===== src/hdl/ryuv_pkg.sv =====
// Shared types and constants for the RGBA to YUV 4:2:0 converter.
`default_nettype none
package ryuv_pkg;

    localparam int MAX_WIDTH  = 4096;
    localparam int MAX_HEIGHT = 4096;

    localparam logic [11:0] HALF_W_LIM = 12'(MAX_WIDTH / 2);
    localparam logic [11:0] HALF_H_LIM = 12'(MAX_HEIGHT / 2);

    localparam int S_DATA_W = 32;
    localparam int M_DATA_W = 104;

    typedef enum logic [1:0] {
        CFG_HALF_WIDTH  = 2'd0,
        CFG_HALF_HEIGHT = 2'd1,
        CFG_SEMI_PLANAR = 2'd2,
        CFG_ALPHA_ONLY  = 2'd3
    } t_cfg_idx;

    typedef struct packed {
        logic [7:0] alpha;
        logic [7:0] blue;
        logic [7:0] green;
        logic [7:0] red;
    } t_pix;

    typedef struct packed {
        logic [7:0] y;
        logic [7:0] u;
        logic [7:0] v;
    } t_yuv;

endpackage
`default_nettype wire


===== src/hdl/ryuv_csc.sv =====
// BT.601 limited-range color space conversion of one RGBA pixel.
`default_nettype none
module ryuv_csc (
    input  var ryuv_pkg::t_pix i_pix,
    input  wire                i_alpha_only,
    output var ryuv_pkg::t_yuv o_yuv
);
    import ryuv_pkg::*;

    logic [7:0]  red;
    logic [7:0]  green;
    logic [7:0]  blue;
    logic [15:0] y_sum;
    logic [16:0] u_sum;
    logic [16:0] v_sum;

    always_comb begin
        red   = i_alpha_only ? i_pix.alpha : i_pix.red;
        green = i_alpha_only ? i_pix.alpha : i_pix.green;
        blue  = i_alpha_only ? i_pix.alpha : i_pix.blue;

        y_sum = {8'd0, red} * 16'd66 + {8'd0, green} * 16'd129
              + {8'd0, blue} * 16'd25 + 16'd128;
        // biased sums stay in 0..65535, so the shift is a plain byte select
        u_sum = {9'd0, blue} * 17'd112 + 17'd32896
              - {9'd0, red} * 17'd38 - {9'd0, green} * 17'd74;
        v_sum = {9'd0, red} * 17'd112 + 17'd32896
              - {9'd0, green} * 17'd94 - {9'd0, blue} * 17'd18;

        o_yuv.y = y_sum[15:8] + 8'd16;
        o_yuv.u = u_sum[15:8];
        o_yuv.v = v_sum[15:8];
    end

endmodule
`default_nettype wire


===== src/hdl/rgba_to_yuv420_converter.sv =====
// Top level: RGBA pixel stream in, YUV 4:2:0 bytes with buffer offsets out.
`default_nettype none
// Takes one RGBA pixel per clock in raster order while the output is not stalled
// and no configuration word is presented, and returns one word per pixel through
// an input register and a result register with the color conversion and offset
// adders between them. Sizes are set as half width and half height; a zero size
// acts as one and sizes above half the maximum are held at that bound. A pixel
// offered while a configuration word is presented waits until that word is gone.
// Configure only while the stream is idle.
module rgba_to_yuv420_converter (
    input  wire                                 i_clk,
    input  wire                                 i_rst_n,
    input  wire                                 i_s_tvalid,
    output logic                                o_s_tready,
    // red[7:0], green[15:8], blue[23:16], alpha[31:24]
    input  wire  [ryuv_pkg::S_DATA_W-1:0]       i_s_tdata,
    output logic                                o_m_tvalid,
    input  wire                                 i_m_tready,
    // luma_value[7:0], luma_offset[31:8], u_value[39:32], v_value[47:40],
    // u_offset[72:48], v_offset[97:73], zero[103:98]
    output logic [ryuv_pkg::M_DATA_W-1:0]       o_m_tdata,
    // chroma_valid[0]
    output logic                                o_m_tuser,
    output logic                                o_m_tlast,
    input  wire                                 i_cfg_valid,
    output logic                                o_cfg_ready,
    input  var ryuv_pkg::t_cfg_idx              i_cfg_index,
    input  wire  [11:0]                         i_cfg_data
);
    import ryuv_pkg::*;

    logic [11:0] r_half_w;
    logic [11:0] r_half_h;
    logic        r_semi;
    logic        r_alpha_only;
    logic [22:0] r_quarter;

    logic [11:0] r_col;
    logic [11:0] r_row;
    logic [23:0] r_lpos;
    logic [21:0] r_cpos;

    logic        r_s1_vld;
    t_pix        r_s1_pix;
    logic        r_s1_chroma;
    logic        r_s1_last;
    logic [23:0] r_s1_lpos;
    logic [21:0] r_s1_cpos;

    logic        r_out_vld;
    t_yuv        r_out_yuv;
    logic [23:0] r_out_lpos;
    logic        r_out_chroma;
    logic [24:0] r_out_uoff;
    logic [24:0] r_out_voff;
    logic        r_out_last;

    logic [11:0] eff_w;
    logic [11:0] eff_h;
    logic [12:0] width;
    logic [12:0] height;
    logic        s_acc;
    logic        s1_adv;
    logic        row_end;
    logic        n_last;
    logic        n_chroma;
    logic [24:0] ysize;
    logic [24:0] vbase;
    logic [24:0] cpos_ext;
    logic [24:0] n_uoff;
    logic [24:0] n_voff;
    t_yuv        yuv;

    ryuv_csc u_csc (
        .i_pix        (r_s1_pix),
        .i_alpha_only (r_alpha_only),
        .o_yuv        (yuv)
    );

    always_comb begin
        eff_w = (r_half_w == 12'd0) ? 12'd1 : ((r_half_w > HALF_W_LIM) ? HALF_W_LIM : r_half_w);
        eff_h = (r_half_h == 12'd0) ? 12'd1 : ((r_half_h > HALF_H_LIM) ? HALF_H_LIM : r_half_h);
        width  = {eff_w, 1'b0};
        height = {eff_h, 1'b0};

        s1_adv     = !r_out_vld || i_m_tready;
        o_s_tready = (!r_s1_vld || s1_adv) && !i_cfg_valid;
        o_cfg_ready = 1'b1;
        s_acc      = i_s_tvalid && o_s_tready;

        row_end  = ({1'b0, r_col} + 13'd1) >= width;
        n_last   = row_end && (({1'b0, r_row} + 13'd1) >= height);
        n_chroma = !r_row[0] && !r_col[0];

        ysize    = {r_quarter, 2'b00};
        vbase    = ysize + {2'b00, r_quarter};
        cpos_ext = {3'd0, r_s1_cpos};
        if (!r_s1_chroma) begin
            n_uoff = '0;
            n_voff = '0;
        end else if (r_semi) begin
            n_uoff = ysize + {cpos_ext[23:0], 1'b0};
            n_voff = ysize + {cpos_ext[23:0], 1'b1};
        end else begin
            n_uoff = ysize + cpos_ext;
            n_voff = vbase + cpos_ext;
        end
    end

    always_ff @(posedge i_clk) begin
        if (!i_rst_n) begin
            r_half_w     <= 12'd1;
            r_half_h     <= 12'd1;
            r_semi       <= 1'b0;
            r_alpha_only <= 1'b0;
        end else if (i_cfg_valid) begin
            unique case (i_cfg_index)
                CFG_HALF_WIDTH:  r_half_w     <= i_cfg_data;
                CFG_HALF_HEIGHT: r_half_h     <= i_cfg_data;
                CFG_SEMI_PLANAR: r_semi       <= i_cfg_data[0];
                CFG_ALPHA_ONLY:  r_alpha_only <= i_cfg_data[0];
            endcase
        end
    end

    always_ff @(posedge i_clk) begin
        r_quarter <= {11'd0, eff_w} * {11'd0, eff_h};
    end

    always_ff @(posedge i_clk) begin
        if (!i_rst_n) begin
            r_col  <= '0;
            r_row  <= '0;
            r_lpos <= '0;
            r_cpos <= '0;
        end else if (s_acc) begin
            if (n_last) begin
                r_col  <= '0;
                r_row  <= '0;
                r_lpos <= '0;
                r_cpos <= '0;
            end else begin
                r_lpos <= r_lpos + 24'd1;
                if (n_chroma) begin
                    r_cpos <= r_cpos + 22'd1;
                end
                if (row_end) begin
                    r_col <= '0;
                    r_row <= r_row + 12'd1;
                end else begin
                    r_col <= r_col + 12'd1;
                end
            end
        end
    end

    always_ff @(posedge i_clk) begin
        if (!i_rst_n) begin
            r_s1_vld <= 1'b0;
        end else if (s_acc) begin
            r_s1_vld <= 1'b1;
        end else if (s1_adv) begin
            r_s1_vld <= 1'b0;
        end
    end

    always_ff @(posedge i_clk) begin
        if (s_acc) begin
            r_s1_pix    <= t_pix'(i_s_tdata);
            r_s1_chroma <= n_chroma;
            r_s1_last   <= n_last;
            r_s1_lpos   <= r_lpos;
            r_s1_cpos   <= r_cpos;
        end
    end

    always_ff @(posedge i_clk) begin
        if (!i_rst_n) begin
            r_out_vld <= 1'b0;
        end else if (s1_adv) begin
            r_out_vld <= r_s1_vld;
        end
    end

    always_ff @(posedge i_clk) begin
        if (s1_adv && r_s1_vld) begin
            r_out_yuv.y  <= yuv.y;
            r_out_yuv.u  <= r_s1_chroma ? yuv.u : 8'd0;
            r_out_yuv.v  <= r_s1_chroma ? yuv.v : 8'd0;
            r_out_lpos   <= r_s1_lpos;
            r_out_chroma <= r_s1_chroma;
            r_out_uoff   <= n_uoff;
            r_out_voff   <= n_voff;
            r_out_last   <= r_s1_last;
        end
    end

    always_comb begin
        o_m_tvalid = r_out_vld;
        o_m_tlast  = r_out_last;
        o_m_tuser  = r_out_chroma;
        o_m_tdata  = {6'd0, r_out_voff, r_out_uoff, r_out_yuv.v, r_out_yuv.u,
                      r_out_lpos, r_out_yuv.y};
    end

`ifndef SYNTH
    a_no_cfg_during_accept: assert property (@(posedge i_clk) disable iff (!i_rst_n)
        !(s_acc && i_cfg_valid && o_cfg_ready))
        else $error("pixel accepted together with a configuration word");

    a_frame_restart: assert property (@(posedge i_clk) disable iff (!i_rst_n)
        (s_acc && n_last) |=> (r_col == 12'd0 && r_row == 12'd0 &&
                               r_lpos == 24'd0 && r_cpos == 22'd0))
        else $error("position counters not cleared after last pixel");

    a_out_from_s1: assert property (@(posedge i_clk) disable iff (!i_rst_n)
        $rose(o_m_tvalid) |-> $past(r_s1_vld))
        else $error("output word raised without a pixel in the input register");
`endif

endmodule
`default_nettype wire

===== config.mk =====
export PLATFORM = sky130hd
export DESIGN_NAME = rgba_to_yuv420_converter
export DESIGN_NICKNAME = d
export VERILOG_FILES = /design/src/hdl/ryuv_pkg.sv /design/src/hdl/ryuv_csc.sv /design/src/hdl/rgba_to_yuv420_converter.sv
export SDC_FILE = /design/constraint.sdc
export NUM_CORES = 1
export LEC_CHECK = 0
export BUFFER_PORTS_ARGS = -buffer_cell sky130_fd_sc_hd__buf_2
export CORE_MARGIN = 5
export CORE_UTILIZATION = 40
export CTS_BUF_LIST = sky130_fd_sc_hd__clkbuf_4
export DETAILED_ROUTE_END_ITERATION = 10
export PLACE_DENSITY_LB_ADDON = 0.1
export SLEW_MARGIN = 0
export SYNTH_ARGS = -nofsm -noshare
export SYNTH_HDL_FRONTEND = slang
export SYNTH_SLANG_ARGS = --single-unit

===== constraint.sdc =====
create_clock -name i_clk -period 6.8 [get_ports i_clk]
set_input_delay 0.68 -clock i_clk [delete_from_list [all_inputs] [get_ports i_clk]]
set_output_delay 0.68 -clock i_clk [all_outputs]
set_load 0.005 [all_outputs]

---- After elaboration in Yosys (flattened, before gate mapping) ----
Index checks and enable logic that the tools add are counted.
storage, ports and cells
  bits in registers ....................... 301
  input port bits ......................... 51
  output and inout bits ................... 109
  word-level logic and storage cells ...... 107
cells by class
  $add $sub $neg .......................... 21
  multipliers ............................. 10
  $lt $le $gt $ge ......................... 4
  equal/unequal tests ..................... 3
  muxes and demuxes ....................... 18
  reduce and logical (&&, ||, !) cells .... 24
operators by type and width
  operator                  number
  $mux W12                  8
  $add A25 B23 Y25          3
  $add A25 B22 Y25          2
  $mux W25                  2
  $mux W22                  2
  $mul A8 B6 Y14 const B    3
  $add A15 B16 Y16 const B  2
  $sub A16 B15 Y16          2
  $add A12 B1 Y13 const B   2
  $ge A13 B13 Y1            2
  $mul A8 B5 Y13 const B    2
  $add A12 B1 Y12 const B   2
  $add A24 B1 Y24 const B   1
  $gt A12 B12 Y1 const B    2
  $logic_not A12 Y1         2
  $mux W24                  1
  $mux W8                   3
  $mul A12 B12 Y23          1
  $add A22 B1 Y22 const B   1
  $mul A8 B3 Y11 const B    2
  $add A15 B16 Y16          1
  $add A16 B13 Y16          1
  $add A16 B8 Y16 const B   1
  $mul A8 B8 Y16 const B    1
  13 further kinds          31

---- Depth between registers and ports, before layout ----
  word-level depth ........................ 7
  gate-level depth with buffers ........... 28
  depth with buffers taken out ............ 27

---- Cells and area by module ----
A second synthesis with hierarchy kept.
second synthesis, totals
  cells, all modules ...................... 2795
  area, all modules ....................... 27012.2 µm²
modules (own cells, without submodules)
  module                    times used  cells an instance  area an instance (µm²)  sequential area each (µm²)
  rgba_to_yuv420_converter  1           1945               19557.5                 7827.5
  ryuv_csc                  1           850                7454.6                  0.0

---- Least setup slack after synthesis ----
No wires, ideal clock.
  path type ............................... flip-flop to flip-flop
  start point ............................. register r_alpha_only
  end point ............................... register r_out_yuv, in the netlist o_m_tdata[6] (data pin)
  setup time .............................. 0.260 ns
  data arrival time ....................... 6.806 ns
  data required time ...................... 6.540 ns
  slack ................................... -0.266 ns
  cell stages (with the launch flop) ...... 24
  buffers on the path ..................... 2
  clock period less this slack ............ 7.066 ns
  path through ............................ dfxtp_1 -> clkbuf_1 -> clkbuf_1 -> o21ai_0 -> ha_1 -> ha_1 -> ha_1 -> fa_1 -> inv_1 -> fa_1 -> fa_1 -> fa_1 -> inv_1 -> fa_1 -> ha_1 -> o21ai_0 -> a32oi_2 -> a211o_2 -> and2_4 -> or2_4 -> xor2_1 -> ha_1 -> xor2_1 -> xnor2_1
RTL lines
  element                 line                             text
  start, declared         rgba_to_yuv420_converter.sv:35   logic r_alpha_only;
  start signal, assigned  rgba_to_yuv420_converter.sv:121  CFG_ALPHA_ONLY: r_alpha_only <= i_cfg_data[0];
  end, declared           rgba_to_yuv420_converter.sv:51   t_yuv r_out_yuv;

==> impl_metrics.sql <==
INSERT INTO impl_metrics (metric_group, metric, value, unit) VALUES
('critical_path', 'rr_endpoint', 'o_m_tdata[6]', ''),
('timing', 'final.setup.tns', '0', 'ns'),
('layout', 'layout_common_cells', 'sky130_fd_sc_hd__inv_1, sky130_fd_sc_hd__ha_1, sky130_fd_sc_hd__nand2_1', ''),
('cts', 'tritoncts', 'built', ''),
('routing', 'number_of_drc_violations_after_detailed_routing', '0', ''),
('critical_path', 'timing_worst_setup_path_type', 'reg -> reg', ''),
('power', 'netSwitchingFraction', '0.398', ''),
('grt', 'grt-ovfl-total', '0', ''),
('timing', 'slew_at_the_pin_closest_to_its_max_slew_limit', '1.21', 'ns'),
('cts', 'clkTransAtPathRegs', '0.07', 'ns'),
('cts', 'clock_insertion_delay_at_the_later_pin_of_the_skew_report', '0.88', 'ns'),
('timing', 'fin_worst_skew', '0.0739', 'ns'),
('power', 'power.share.combinational', '0.536', ''),
('grt', 'initial_antenna_violation_count', '4', ''),
('cts', 'numCtsBuffers', '86', ''),
('routing', 'vias_per_cell', '5.02', ''),
('grt', 'largest_net_degree_at_the_start_of_global_routing', '71', ''),
('synth', 'synth_enable_flop_cells', '180', ''),
('routing', 'ant_nets_after_route', '0', ''),
('critical_path', 'worstSetupEndpoint', 'o_m_tdata[6]', ''),
('cts', 'clock_tree.buffer_depth', '3', ''),
('critical_path', 'timing.reg2reg.setup_slack', '0.33', 'ns'),
('layout', 'post_layout_nonfiller_instances', '3962', ''),
('cts', 'cts-root-buf', 'sky130_fd_sc_hd__clkbuf_4', ''),
('layout', 'fin_nets', '3663', ''),
('die', 'chipWidth', '269', 'microns'),
('critical_path', 'crit-reg2reg-launch', 'r_alpha_only', ''),
('layout', 'fillCellCount', '6447', ''),
('placement', 'placedCellCount', '3758', ''),
('critical_path', 'critical_path.slowest_cell', 'sky130_fd_sc_hd__fa_1', ''),
('power', 'power_frac_clock', '0.197', ''),
('synth', 'yosysWarnings', '0', ''),
('routing', 'routed_wire_length_per_instance', '17.0', 'microns'),
('layout', 'mostFrequentLayoutCell', 'sky130_fd_sc_hd__inv_1', ''),
('critical_path', 'worstRegToRegCells', '23', ''),
('synth', 'syn-instance-count', '2741', ''),
('power', 'power_per_cell_area', '286', 'nW/um^2'),
('synth', 'synth_cell_type_count', '80', ''),
('synth', 'synth_top_cells_by_area', 'sky130_fd_sc_hd__edfxtp_1, sky130_fd_sc_hd__ha_1, sky130_fd_sc_hd__fa_1', ''),
('critical_path', 'critPathMaxStageDelay', '0.55', 'ns'),
('timing', 'max_freq', '155', 'MHz'),
('layout', 'post_route_cells_drive_above_1_share', '0.122', ''),
('critical_path', 'critPathBufInv', '4', ''),
('die', 'initial_utilization', '0.405', ''),
('power', 'irDropWorstVdd', '0.275', 'mV'),
('die', 'core', '66000', 'sq um'),
('routing', 'routed-via-count', '19900', ''),
('synth', 'post-synth-top-area-cell', 'sky130_fd_sc_hd__edfxtp_1', ''),
('critical_path', 'crit_path_start_kind', 'register', ''),
('run', 'drv_cap', '0', ''),
('power', 'leakage', '14.4', 'nW'),
('critical_path', 'path_max_fanout', '30', ''),
('routing', 'finalWirelength', '67.2', 'mm'),
('die', 'io_pins', '160', ''),
('timing', 'grt_setup_unrepaired', 'no', ''),
('die', 'floorplan.die.height', '269', 'microns'),
('power', 'power.net_switching', '3.46', 'mW'),
('cts', 'post_cts_buffers', '0', ''),
('power', 'seq_power_share', '0.266', ''),
('timing', 'finalHoldViolations', '0', ''),
('placement', 'hpwl', '53.9', 'mm'),
('critical_path', 'cp.arrival', '7.09', 'ns'),
('timing', 'final.min_clock_period', '6.47', 'ns'),
('synth', 'synth.yosys.seq_area_share', '0.293', ''),
('cts', 'htreeDepth', '3', ''),
('power', 'cellInternalPower', '5.22', 'mW'),
('synth', 'yosys_most_used_dff', 'sky130_fd_sc_hd__edfxtp_1', ''),
('critical_path', 'crit_path_end_kind', 'register', ''),
('timing', 'period_share', '0.951', ''),
('outcome', 'run_status', 'finished clean', ''),
('grt', 'grt_util_all_layers', '0.186', '');
## registers in the layout, summed over array words and instances (netlist names), 12 cells and up
register	cells
r_cpos	22
r_half_w	12
r_s1_lpos	24
r_s1_cpos	22
r_col	12
r_lpos	24
o_m_tdata	24
r_row	12
r_quarter	23
r_s1_pix	32
r_out_lpos	24
r_out_voff	25
r_out_uoff	25
r_half_h	12
## cells by family after synthesis
group,count (synthesis),share of synthesized area
and+or+nand+nor,696,0.121
adders and majority gates,590,0.335
buffers and inverters,478,0.0686
AOI/OAI and AO/OA,470,0.115
DFF,301,0.293
xor gates and xnor gates,195,0.0639
muxes,9,0.00342
other,2,0.000281
## synth_stat cells, drive strengths merged (3+ instances only)
cell and instances:
inv 410, ha 381, nand2 254, fa 209
edfxtp 180, nor2 176, dfxtp 121, a21oi 119
o21ai 107, xnor2 104, xor2 91, nor2b 51
a21o 47, clkbuf 46, nand3 46, a21boi 40
and3 37, and2 33, o21a 32, o21bai 27
buf 20, nand4 20, nor3 18, or3 17
a211oi 14, nand2b 14, a211o 9, a22o 8
mux2i 8, o31ai 8, a31oi 6, nor4 6
o211ai 6, o22ai 6, a221oi 5, a22oi 5
and3b 5, or2 5, or4 5, and4 4
a31o 3, nand3b 3, o2111ai 3, o221ai 3
## layout make-up
class / instances / area, sq um / share of cell area
timing repair buffer: 254 / 1640 / 0.0540
multi-input combinational: 1967 / 17100 / 0.564
clock buffer: 122 / 916 / 0.0302
tap: 864 / 1080 / 0.0356
antenna: 4 / 10.0 / 0.000330
inverter: 412 / 1550 / 0.0510
sequential: 301 / 7830 / 0.258
clock inverter: 38 / 196 / 0.00647
## metal layers
metal / global-route usage / vias up / wire length (microns)
met3: 0.0408 / 96 / 4260
met2: 0.288 / 453 / 29400
met5: 0 / - / 0
met1: 0.266 / 9526 / 32100
li1: - / 9829 / -
met4: 0.0507 / 0 / 1390
## tightest hold or removal path, delay by kind of cell
family / cells / cell delay, ns
AOI/OAI and AO/OA: 1 / 0.07
buffers and inverters: 1 / 0.10
and+or+nand+nor: 1 / 0.05
## how the worst min path moves through the flow
stage | endpoint | start | slack, ns | cells after the start
after detailed placement | r_out_lpos[16] | r_s1_lpos[16] | 0.40 | 0
after global placement | r_out_lpos[1] | r_s1_lpos[1] | 0.40 | 0
final | r_half_h[7] | i_cfg_data[7] | 0.10 | 3
after CTS | r_half_h[7] | i_cfg_data[7] | 0.002 | 3
after global routing | r_half_w[7] | i_cfg_data[7] | 0.05 | 3
after floorplan | o_m_tlast | r_s1_last | 0.40 | 0
## what timing repair did
item,4_1_cts,5_1_grt
endpoints found under the hold margin,43,0
hold buffers,40,0
endpoints found under the setup margin,0,5
gates resized for setup,0,3
## power by group through the flow
| stage | logic [mW] | registers (mW) | clock network, mW |
|---|---|---|---|
| after floorplan | 3.51 | 2.34 | 0 |
| after global placement | 4.55 | 2.35 | 0 |
| after detailed placement | 4.63 | 2.35 | 0 |
| after CTS | 4.70 | 2.31 | 1.81 |
| after global routing | 5.37 | 2.32 | 1.91 |
| final | 4.66 | 2.31 | 1.71 |
## stage by stage
stage               setup slack, ns  hold WS, ns  total power [mW]   util  instance area, sq um
floorplan                  -0.00921        0.400              5.85      -                 26800
global placement              0.315        0.402              6.90  0.437                 28800
detailed placement            0.217        0.405              6.98  0.437                 28800
CTS                           0.173      0.00189              8.82  0.460                 30300
global route                 0.0206       0.0535              9.60  0.460                 30300
finish                        0.334        0.100              8.68  0.460                 30300
(Power assumes the default switching activity.)
